<file path="src/rtl/core/pwrp_pkg.sv">
// shared types and codes for the priority weighted random picker
// no dependencies; imported by every module of the block
`default_nettype none

package pwrp_pkg;

    localparam int FIELD_W = 16;
    localparam int RND_W   = 31;
    localparam int LEFT_W  = 5;

    typedef enum logic [1:0] {
        FUNC_INSERT = 2'd0,
        FUNC_SELECT = 2'd1,
        FUNC_CLEAR  = 2'd2,
        FUNC_NOP    = 2'd3
    } func_t;

    typedef enum logic [1:0] {
        ST_OK    = 2'd0,
        ST_EMPTY = 2'd1,
        ST_FULL  = 2'd2
    } status_t;

    typedef struct packed {
        logic [1:0]         func;
        logic [FIELD_W-1:0] priority_req;
        logic [FIELD_W-1:0] weight;
        logic [FIELD_W-1:0] port;
        logic [FIELD_W-1:0] target_tag;
        logic [RND_W-1:0]   random_value;
    } in_item_t;

    typedef struct packed {
        logic [1:0]         status;
        logic [FIELD_W-1:0] chosen_priority;
        logic [FIELD_W-1:0] chosen_weight;
        logic [FIELD_W-1:0] chosen_port;
        logic [FIELD_W-1:0] chosen_tag;
        logic [LEFT_W-1:0]  entries_left;
    } out_item_t;

    typedef struct packed {
        logic [FIELD_W-1:0] prio;
        logic [FIELD_W-1:0] wgt;
        logic [FIELD_W-1:0] prt;
        logic [FIELD_W-1:0] tag;
    } entry_t;

    typedef enum logic [3:0] {
        S_IDLE,
        S_EXEC,
        S_MIN_RD,
        S_MIN_EV,
        S_SUM_RD,
        S_SUM_EV,
        S_DIV,
        S_PICK_RD,
        S_PICK_EV,
        S_SHF_RD,
        S_SHF_WR,
        S_DONE
    } state_t;

    typedef struct packed {
        logic latch;
        logic ins;
        logic clr;
        logic sel_fail;
        logic rd_cur;
        logic rd_nxt;
        logic min_ev;
        logic sum_ev;
        logic pick_ev;
        logic idx_clr;
        logic idx_inc;
        logic div_start;
        logic r_load;
        logic shf_wr;
        logic dec;
        logic load_out;
    } cmd_t;

    typedef struct packed {
        func_t func;
        logic  empty;
        logic  last;
        logic  more;
        logic  found;
        logic  div_done;
        logic  out_free;
    } sts_t;

endpackage

`default_nettype wire

</file>
<file path="src/rtl/core/pwrp_div.sv">
// restoring divider, one quotient bit per cycle, remainder only
// depends on pwrp_pkg
`default_nettype none

module pwrp_div #(
    parameter int DVW = 21
) (
    input  wire logic                   clk,
    input  wire logic                   rst_n,
    input  wire logic                   start,
    input  wire logic [pwrp_pkg::RND_W-1:0] dividend,
    input  wire logic [DVW-1:0]         divisor,
    output logic                        done,
    output logic [DVW-1:0]              rem
);
    import pwrp_pkg::*;

    localparam int CNTW = $clog2(RND_W + 1);

    logic [CNTW-1:0]  cnt_reg, cnt_next;
    logic             busy_reg, busy_next;
    logic [RND_W-1:0] dvd_reg, dvd_next;
    logic [DVW-1:0]   rem_reg, rem_next;
    logic [DVW-1:0]   d_reg;
    logic [DVW:0]     trial;

    assign trial = {rem_reg, dvd_reg[RND_W-1]};

    always_comb
    begin
        cnt_next  = cnt_reg;
        busy_next = busy_reg;
        dvd_next  = dvd_reg;
        rem_next  = rem_reg;
        if (start)
        begin
            cnt_next  = '0;
            busy_next = 1'b1;
            dvd_next  = dividend;
            rem_next  = '0;
        end
        else if (busy_reg)
        begin
            dvd_next = {dvd_reg[RND_W-2:0], 1'b0};
            if (trial >= {1'b0, d_reg})
                rem_next = DVW'(trial - {1'b0, d_reg});
            else
                rem_next = trial[DVW-1:0];
            cnt_next = cnt_reg + 1'b1;
            if (cnt_reg == CNTW'(RND_W - 1))
                busy_next = 1'b0;
        end
    end

    always_ff @(posedge clk or negedge rst_n)
    begin
        if (!rst_n)
        begin
            busy_reg <= 1'b0;
            cnt_reg  <= '0;
        end
        else
        begin
            busy_reg <= busy_next;
            cnt_reg  <= cnt_next;
        end
    end

    always_ff @(posedge clk)
    begin
        dvd_reg <= dvd_next;
        rem_reg <= rem_next;
        if (start)
            d_reg <= divisor;
    end

    assign done = !busy_reg && !start;
    assign rem  = rem_reg;

endmodule

`default_nettype wire

</file>
<file path="src/rtl/core/pwrp_ctrl.sv">
// sequencing state machine for insert, select, clear and no-op
// depends on pwrp_pkg
`default_nettype none

module pwrp_ctrl (
    input  wire logic           clk,
    input  wire logic           rst_n,
    input  wire logic           in_valid,
    output logic                in_ready,
    input  wire pwrp_pkg::sts_t sts,
    output pwrp_pkg::cmd_t      cmd
);
    import pwrp_pkg::*;

    state_t state_reg, state_next;

    always_ff @(posedge clk or negedge rst_n)
    begin
        if (!rst_n)
            state_reg <= S_IDLE;
        else
            state_reg <= state_next;
    end

    always_comb
    begin
        state_next = state_reg;
        case (state_reg)
            S_IDLE:    if (in_valid) state_next = S_EXEC;
            S_EXEC:
            begin
                if (sts.func == FUNC_SELECT && !sts.empty)
                    state_next = S_MIN_RD;
                else
                    state_next = S_DONE;
            end
            S_MIN_RD:  state_next = S_MIN_EV;
            S_MIN_EV:  state_next = sts.last ? S_SUM_RD : S_MIN_RD;
            S_SUM_RD:  state_next = S_SUM_EV;
            S_SUM_EV:  state_next = sts.last ? S_DIV : S_SUM_RD;
            S_DIV:     if (sts.div_done) state_next = S_PICK_RD;
            S_PICK_RD: state_next = S_PICK_EV;
            S_PICK_EV:
            begin
                if (sts.found)
                    state_next = S_SHF_RD;
                else if (sts.last)
                    state_next = S_DONE;
                else
                    state_next = S_PICK_RD;
            end
            S_SHF_RD:  state_next = sts.more ? S_SHF_WR : S_DONE;
            S_SHF_WR:  state_next = S_SHF_RD;
            S_DONE:    if (sts.out_free) state_next = S_IDLE;
            default:   state_next = S_IDLE;
        endcase
    end

    always_comb
    begin
        cmd = '0;
        in_ready = 1'b0;
        case (state_reg)
            S_IDLE:
            begin
                in_ready  = 1'b1;
                cmd.latch = in_valid;
            end
            S_EXEC:
            begin
                cmd.ins      = (sts.func == FUNC_INSERT);
                cmd.clr      = (sts.func == FUNC_CLEAR);
                cmd.sel_fail = (sts.func == FUNC_SELECT) && sts.empty;
                cmd.idx_clr  = 1'b1;
            end
            S_MIN_RD, S_SUM_RD, S_PICK_RD: cmd.rd_cur = 1'b1;
            S_MIN_EV:
            begin
                cmd.min_ev  = 1'b1;
                cmd.idx_clr = sts.last;
                cmd.idx_inc = !sts.last;
            end
            S_SUM_EV:
            begin
                cmd.sum_ev    = 1'b1;
                cmd.div_start = sts.last;
                cmd.idx_inc   = !sts.last;
            end
            S_DIV:
            begin
                cmd.r_load  = sts.div_done;
                cmd.idx_clr = sts.div_done;
            end
            S_PICK_EV:
            begin
                cmd.pick_ev  = 1'b1;
                cmd.sel_fail = !sts.found && sts.last;
                cmd.idx_inc  = !sts.found && !sts.last;
            end
            S_SHF_RD:
            begin
                cmd.rd_nxt = sts.more;
                cmd.dec    = !sts.more;
            end
            S_SHF_WR:
            begin
                cmd.shf_wr  = 1'b1;
                cmd.idx_inc = 1'b1;
            end
            S_DONE:    cmd.load_out = sts.out_free;
            default:   cmd = '0;
        endcase
    end

endmodule

`default_nettype wire

</file>
<file path="src/rtl/core/pwrp_dp.sv">
// entry table memory, scan registers, weight sums and output register
// depends on pwrp_pkg and pwrp_div
`default_nettype none

module pwrp_dp #(
    parameter int MAX_ENTRIES = 16
) (
    input  wire logic                clk,
    input  wire logic                rst_n,
    input  wire pwrp_pkg::in_item_t  in_item,
    input  wire pwrp_pkg::cmd_t      cmd,
    output pwrp_pkg::sts_t           sts,
    output logic                     out_valid,
    input  wire logic                out_ready,
    output pwrp_pkg::out_item_t      out_item
);
    import pwrp_pkg::*;

    localparam int IW  = $clog2(MAX_ENTRIES);
    localparam int CW  = $clog2(MAX_ENTRIES + 1);
    localparam int SW  = $clog2(MAX_ENTRIES * 65535 + 1);
    localparam int DVW = SW + 1;

    entry_t mem [MAX_ENTRIES];
    entry_t rd_data_reg;

    in_item_t      req_reg;
    logic [CW-1:0] count_reg;
    logic [IW-1:0] idx_reg;
    logic [FIELD_W-1:0] min_reg;
    logic [SW-1:0] wsum_reg, csum_reg;
    logic [FIELD_W-1:0] r_reg;
    status_t       res_status_reg;
    entry_t        res_entry_reg;
    out_item_t     out_reg;
    logic          out_valid_reg;

    logic [CW-1:0] idx_p1;
    logic [IW-1:0] rd_addr;
    logic          match;
    logic [SW-1:0] csum_next;
    logic [SW-1:0] wsum_next;
    logic          div_done;
    logic [DVW-1:0] div_rem;
    logic [31:0]   cnt_ext;
    entry_t        new_entry;

    assign idx_p1    = CW'(idx_reg) + 1'b1;
    assign rd_addr   = cmd.rd_nxt ? IW'(idx_p1) : idx_reg;
    assign match     = (rd_data_reg.prio == min_reg);
    assign csum_next = csum_reg + SW'(rd_data_reg.wgt);
    // group sum including the entry under evaluation, so the divisor
    // taken on the last sum step already holds the last weight
    assign wsum_next = (cmd.sum_ev && match) ? wsum_reg + SW'(rd_data_reg.wgt) : wsum_reg;
    assign cnt_ext   = 32'(count_reg);
    assign new_entry = '{prio: req_reg.priority_req, wgt: req_reg.weight,
                         prt: req_reg.port, tag: req_reg.target_tag};

    pwrp_div #(.DVW(DVW)) u_div (
        .clk      (clk),
        .rst_n    (rst_n),
        .start    (cmd.div_start),
        .dividend (req_reg.random_value),
        .divisor  (DVW'(wsum_next) + 1'b1),
        .done     (div_done),
        .rem      (div_rem)
    );

    // table memory, one write and one registered read
    always_ff @(posedge clk)
    begin
        if (cmd.ins && count_reg != CW'(MAX_ENTRIES))
            mem[count_reg[IW-1:0]] <= new_entry;
        else if (cmd.shf_wr)
            mem[idx_reg] <= rd_data_reg;
        if (cmd.rd_cur || cmd.rd_nxt)
            rd_data_reg <= mem[rd_addr];
    end

    always_ff @(posedge clk or negedge rst_n)
    begin
        if (!rst_n)
        begin
            count_reg     <= '0;
            out_valid_reg <= 1'b0;
        end
        else
        begin
            if (cmd.ins && count_reg != CW'(MAX_ENTRIES))
                count_reg <= count_reg + 1'b1;
            else if (cmd.clr)
                count_reg <= '0;
            else if (cmd.dec)
                count_reg <= count_reg - 1'b1;
            if (cmd.load_out)
                out_valid_reg <= 1'b1;
            else if (out_ready)
                out_valid_reg <= 1'b0;
        end
    end

    always_ff @(posedge clk)
    begin
        if (cmd.latch)
        begin
            req_reg        <= in_item;
            res_status_reg <= ST_OK;
            res_entry_reg  <= '0;
        end
        if (cmd.ins && count_reg == CW'(MAX_ENTRIES))
            res_status_reg <= ST_FULL;
        if (cmd.sel_fail)
            res_status_reg <= ST_EMPTY;
        if (cmd.idx_clr)
        begin
            idx_reg  <= '0;
            csum_reg <= '0;
        end
        else if (cmd.idx_inc)
            idx_reg <= IW'(idx_p1);
        if (cmd.min_ev && (idx_reg == '0 || rd_data_reg.prio < min_reg))
            min_reg <= rd_data_reg.prio;
        if (cmd.min_ev && cmd.idx_clr)
            wsum_reg <= '0;
        else if (cmd.sum_ev && match)
            wsum_reg <= wsum_next;
        if (cmd.r_load)
            r_reg <= div_rem[FIELD_W-1:0];
        if (cmd.pick_ev && match)
            csum_reg <= csum_next;
        if (cmd.pick_ev && sts.found)
            res_entry_reg <= rd_data_reg;
        if (cmd.load_out)
        begin
            out_reg.status          <= res_status_reg;
            out_reg.chosen_priority <= res_entry_reg.prio;
            out_reg.chosen_weight   <= res_entry_reg.wgt;
            out_reg.chosen_port     <= res_entry_reg.prt;
            out_reg.chosen_tag      <= res_entry_reg.tag;
            out_reg.entries_left    <= cnt_ext[LEFT_W-1:0];
        end
    end

    always_comb
    begin
        sts.func     = func_t'(req_reg.func);
        sts.empty    = (count_reg == '0);
        sts.last     = (idx_p1 == count_reg);
        sts.more     = (idx_p1 < count_reg);
        sts.found    = match && (csum_next >= SW'(r_reg));
        sts.div_done = div_done;
        sts.out_free = !out_valid_reg || out_ready;
    end

    assign out_valid = out_valid_reg;
    assign out_item  = out_reg;

    a_count_range: assert property (@(posedge clk) disable iff (!rst_n)
        count_reg <= CW'(MAX_ENTRIES))
        else $error("entry count above table depth");

    a_full_hold: assert property (@(posedge clk) disable iff (!rst_n)
        (cmd.ins && count_reg == CW'(MAX_ENTRIES)) |=> $stable(count_reg))
        else $error("insert into full table changed count");

    a_shift_bound: assert property (@(posedge clk) disable iff (!rst_n)
        cmd.shf_wr |-> (idx_p1 < count_reg))
        else $error("shift past last stored entry");

endmodule

`default_nettype wire

</file>
<file path="src/rtl/core/priority_weighted_random_picker.sv">
// top level of the priority weighted random picker
// depends on pwrp_pkg, pwrp_ctrl, pwrp_dp and pwrp_div
`default_nettype none

// Weighted server picker by priority group. The table keeps up to
// MAX_ENTRIES entries in insertion order in a memory with one write port
// and a registered read. Each input item gives exactly one result item.
// Insert, clear and the unused code go from accept through the execute
// state to the done state, which loads the output register. Select walks
// the table twice with a read and an evaluate state per entry (minimum
// priority, group weight sum), runs the 31-step restoring remainder unit
// for the draw, then walks again up to the pick and shifts the tail down
// with a read and a write state per moved entry; the done state then
// loads the result and holds there while the output stalls.
// One item is worked on at a time; a finished result waits in the output
// register and the block takes the next item while it waits.

module priority_weighted_random_picker #(
    parameter int MAX_ENTRIES = 16
) (
    input  wire logic                clk,
    input  wire logic                rst_n,
    input  wire logic                in_valid,
    output logic                     in_ready,
    input  wire pwrp_pkg::in_item_t  in_item,
    output logic                     out_valid,
    input  wire logic                out_ready,
    output pwrp_pkg::out_item_t      out_item
);
    import pwrp_pkg::*;

    // command and status between sequencer and datapath
    cmd_t cmd;
    sts_t sts;

    pwrp_ctrl u_ctrl (
        .clk      (clk),
        .rst_n    (rst_n),
        .in_valid (in_valid),
        .in_ready (in_ready),
        .sts      (sts),
        .cmd      (cmd)
    );

    // table, sums, remainder unit and output register
    pwrp_dp #(.MAX_ENTRIES(MAX_ENTRIES)) u_dp (
        .clk       (clk),
        .rst_n     (rst_n),
        .in_item   (in_item),
        .cmd       (cmd),
        .sts       (sts),
        .out_valid (out_valid),
        .out_ready (out_ready),
        .out_item  (out_item)
    );

endmodule

`default_nettype wire
</file>
<file path="config.mk">
export PLATFORM = sky130hd
export DESIGN_NAME = priority_weighted_random_picker
export DESIGN_NICKNAME = d
export VERILOG_FILES = /design/src/rtl/core/pwrp_pkg.sv /design/src/rtl/core/pwrp_div.sv /design/src/rtl/core/pwrp_ctrl.sv /design/src/rtl/core/pwrp_dp.sv /design/src/rtl/core/priority_weighted_random_picker.sv
export SDC_FILE = /design/constraint.sdc
export NUM_CORES = 2
export LEC_CHECK = 0
export BUFFER_PORTS_ARGS = -buffer_cell sky130_fd_sc_hd__clkbuf_2
export CAP_MARGIN = 30
export CORE_MARGIN = 2
export CORE_UTILIZATION = 60
export DETAILED_ROUTE_END_ITERATION = 8
export HOLD_SLACK_MARGIN = 0.08
export MAX_ROUTING_LAYER = met4
export PLACE_DENSITY = 0.88
export SKIP_LAST_GASP = 1
export SLEW_MARGIN = 5
export SYNTH_ARGS = -nofsm -noshare
export SYNTH_HDL_FRONTEND = slang
export SYNTH_SLANG_ARGS = --single-unit
</file>
<file path="constraint.sdc">
create_clock -name clk -period 13.3 [get_ports clk]
set_clock_uncertainty 0.1 [all_clocks]
set_input_delay 3.99 -clock clk [delete_from_list [all_inputs] [get_ports clk]]
set_output_delay 3.99 -clock clk [all_outputs]
set_load 0.02 [all_outputs]
</file>
==> flow_summary.toml <==
[synthesis]
ys_async_sr_fraction_pct = 1.08
synth_top_cell_by_area = "edfxtp_1"
ys_top_cells_by_count = "1424 x edfxtp_1, 798 x mux2i_1, 356 x nand2_1"
yosysTopAreaCellShare_pct = 69.4
ys_ff_latch = 1487
synth_area_leaders = "edfxtp_1 69%, mux2i_1 13%, mux4_2 2.3%, nand2_1 2.2%, ha_1 2.0%"
synth_cell_types = 80
yosysSeqAreaShare_pct = 71.5
syn-num-nets = 3968
syn_area_per_cell_um2 = 16.4
yosysMostFrequentCell = "edfxtp_1"
synthCells = 3767
synth-edff-count = 1424
yosysWarnings = 0
syn_area_um2 = 61700
synthFlopType = "edfxtp_1"

[sta]
finalCriticalPeriod_ns = 6.43
fin_crit_sh_pct = 48.4
finalHoldViolations = 0
report.final.slew_viol_count = 0
slew_headroom_pct = 29.9
rsz0062_at_grt = "false"
fmax_ghz = 0.155
finalSetupTns_ns = 0
timing.final.ws_setup_ns = 6.87
tightest_slew_ns = 1.05
setup_violations = 0

[drt]
detail_route.first_pass.iterations = 6
drc = 0
drt_wl_total_mm = 139
drt_iter0_markers = 3527
avgRoutedWirePerCell_um = 25.3
ant_nets = 0
viasPerCell = 6.22
via_count = 34098

[critical_path]
crit_arrival_ns = 6.83
cp_max_fo = 121
path_cells = "inv_1 -> ha_1 -> ha_1 -> nor2b_1 -> o21a_1 -> o21a_1 -> o21a_1 -> nor3_1 -> mux2i_4 -> buf_4 -> buf_12 -> mux2i_1 -> mux2i_1 -> mux4_2"
cp-start-kind = "register"
end_kind = "register"
crit_slowest_cell = "buf_4"
critPathKind = "reg2reg"
cpMostUsedCell = "o21a_1"
crit_required_ns = 13.70
slowest_delay_ns = 0.85

[global_route]
antenna_found_initial = 0
grt_pass1_vias = 34272
grt_pass1_wl_mm = 207
grt_overflow = 0
grt_max_degree = 122
grt_use_total_pct = 26.9

[floorplanning]
initial_core_util_pct = 60.5
ios = 174
die_x_um = 325
coreArea_um2 = 102000
num_rows = 117
fp.dieH_um = 325
die_area_um2 = 105000

[cells_and_area]
largest_reg_flops = 1024
area_growth_pct = 12.2
layout.nets = 4207
final_util_pct = 67.9
fillers = 6324
drive_gt1_share_pct = 13.6
multi_input_area_um2 = 16700
top_register = "u_dp.mem"
seq_area_um2 = 44100

[clock_tree]
numCtsBuffers = 147
clkTransAtPathRegs_ns = 0.06
cts.sinks = 1487
post_cts_resize_count = 0
clk_latency_ns = 0.78
cts_root_buffer = "clkbuf_16"
hold_buffers = 0
cts.htree.levels = 4
cts_tree = "yes"
clockBufferDepth = 3
post-cts-setup-buffers = 0

[placed_design]
routabilityCongestion = 0.910
io_buffers = 173
dpl_worst_slack_ns = 6.88
hpwl_mm = 74.7

[power]
leakage_nw = 27.2
ir_worst_vdd_v = 0.000143
powerDensity_nw_per_um2 = 216
power_mw = 14.9

[job]
cap_violations = 0

[min_path]
hold_path_class = "reg2reg"

[status]
status = "completed"
[critical path, delay by kind of cell (launching register included)]
kind | cells | cell delay [ns]
AO/OA/AOI/OAI | 3 | 0.51
adder cells (fa/ha/maj) | 2 | 0.71
buffers and inverters | 3 | 1.72
flip-flops | 1 | 0.51
multiplexers | 4 | 1.67
AND/OR/NAND/NOR | 2 | 0.76
[final cells by class]
class	instances	area share [%]
well taps	1368	2.47
clock inverters	80	1.22
repair buffers	249	2.33
diodes	1	0.00362
multi-input cells	2025	24.2
inverters	96	0.524
clock buffers	180	5.51
flip-flops and latches	1487	63.7
[routing by layer]
layer | GRT usage, % | vias up | wire, um
met5 | - | - | 0
met1 | 33.4 | 17092 | 51700
met3 | 3.92 | 373 | 11000
met2 | 44.4 | 1743 | 70500
li1 | - | 14890 | -
met4 | 11.8 | 0 | 5810
[per-stage QoR]
step,std cells,cell area [um^2],hold slack [ns]
3_5_place_dp,5218,64400,0.305
3_3_place_gp,5211,64300,0.302
6_report,5486,69200,0.310
5_1_grt,5485,69200,0.310
4_1_cts,5478,69100,0.302
2_1_floorplan,3767,61700,0.300
[logic make-up (layout without fill, tap and decap cells)]
family	Yosys count	in the layout	share of synthesized area, %
AOI/OAI and AO/OA	298	298	3.18
buffers and inverters	255	605	1.67
muxes	865	865	15.3
other	0	1	0
DFF	1487	1487	71.5
xor gates and xnor gates	62	62	0.893
adders and majority gates	100	100	2.07
and+or+nand+nor	700	700	5.31
[power breakdown]
group	switching [mW]	leakage, nW	internal, mW	total [mW]
clock	1.80	2.24	2.21	4.01
sequential	0.328	13.6	5.97	6.30
combinational	2.73	11.4	1.90	4.63
total	4.86	27.2	10.1	14.9
[path summary, 6_finish.rpt]
kind	cells after the start	startpoint	slack, ns	end
max	14	u_dp.idx_reg[0]$_SDFFE_PP0P_	6.87	u_dp.rd_data_reg[9]$_DFFE_PP_
min reg2reg	0	u_dp.res_entry_reg[61]$_SDFFCE_PN0P_	0.31	u_dp.out_item[66]$_DFFE_PP_
max reg2reg	14	u_dp.idx_reg[0]$_SDFFE_PP0P_	6.87	u_dp.rd_data_reg[9]$_DFFE_PP_
min in group asynchronous	1	rst_n	3.03	u_dp.count_reg[0]$_DFFE_PN0P_
min	0	u_dp.res_entry_reg[61]$_SDFFCE_PN0P_	0.31	u_dp.out_item[66]$_DFFE_PP_
max in group asynchronous	1	rst_n	9.77	u_ctrl.state_reg[3]$_DFFE_PN0P_
[layout by cell type, fill, tap and decap left out, types with 11 or more instances in the layout]
cell type | synthesis | layout
o211ai_1 | 13 | 13
o21ai_0 | 55 | 55
and2_1 | 72 | 72
clkbuf_1 | 82 | 32
edfxtp_1 | 1424 | 1424
dfrtp_1 | 16 | 16
buf_4 | 0 | 60
nand2b_1 | 19 | 18
nor2_1 | 100 | 83
o21a_1 | 24 | 24
xor2_1 | 22 | 22
a21o_1 | 28 | 28
clkinv_1 | 0 | 27
nor3_1 | 27 | 26
nand2_1 | 356 | 356
mux4_2 | 64 | 64
clkbuf_2 | 1 | 173
nand3_1 | 31 | 31
a21oi_1 | 84 | 83
nor2b_1 | 12 | 12
dfxtp_1 | 47 | 47
xnor2_1 | 39 | 37
inv_1 | 96 | 94
a31oi_1 | 11 | 11
clkinv_2 | 0 | 21
clkbuf_16 | 0 | 147
mux2i_1 | 798 | 797
nand4_1 | 13 | 13
ha_1 | 97 | 97
nor2_4 | 0 | 17
and3_1 | 18 | 17
Note: power is estimated with default switching activity, not from simulation.
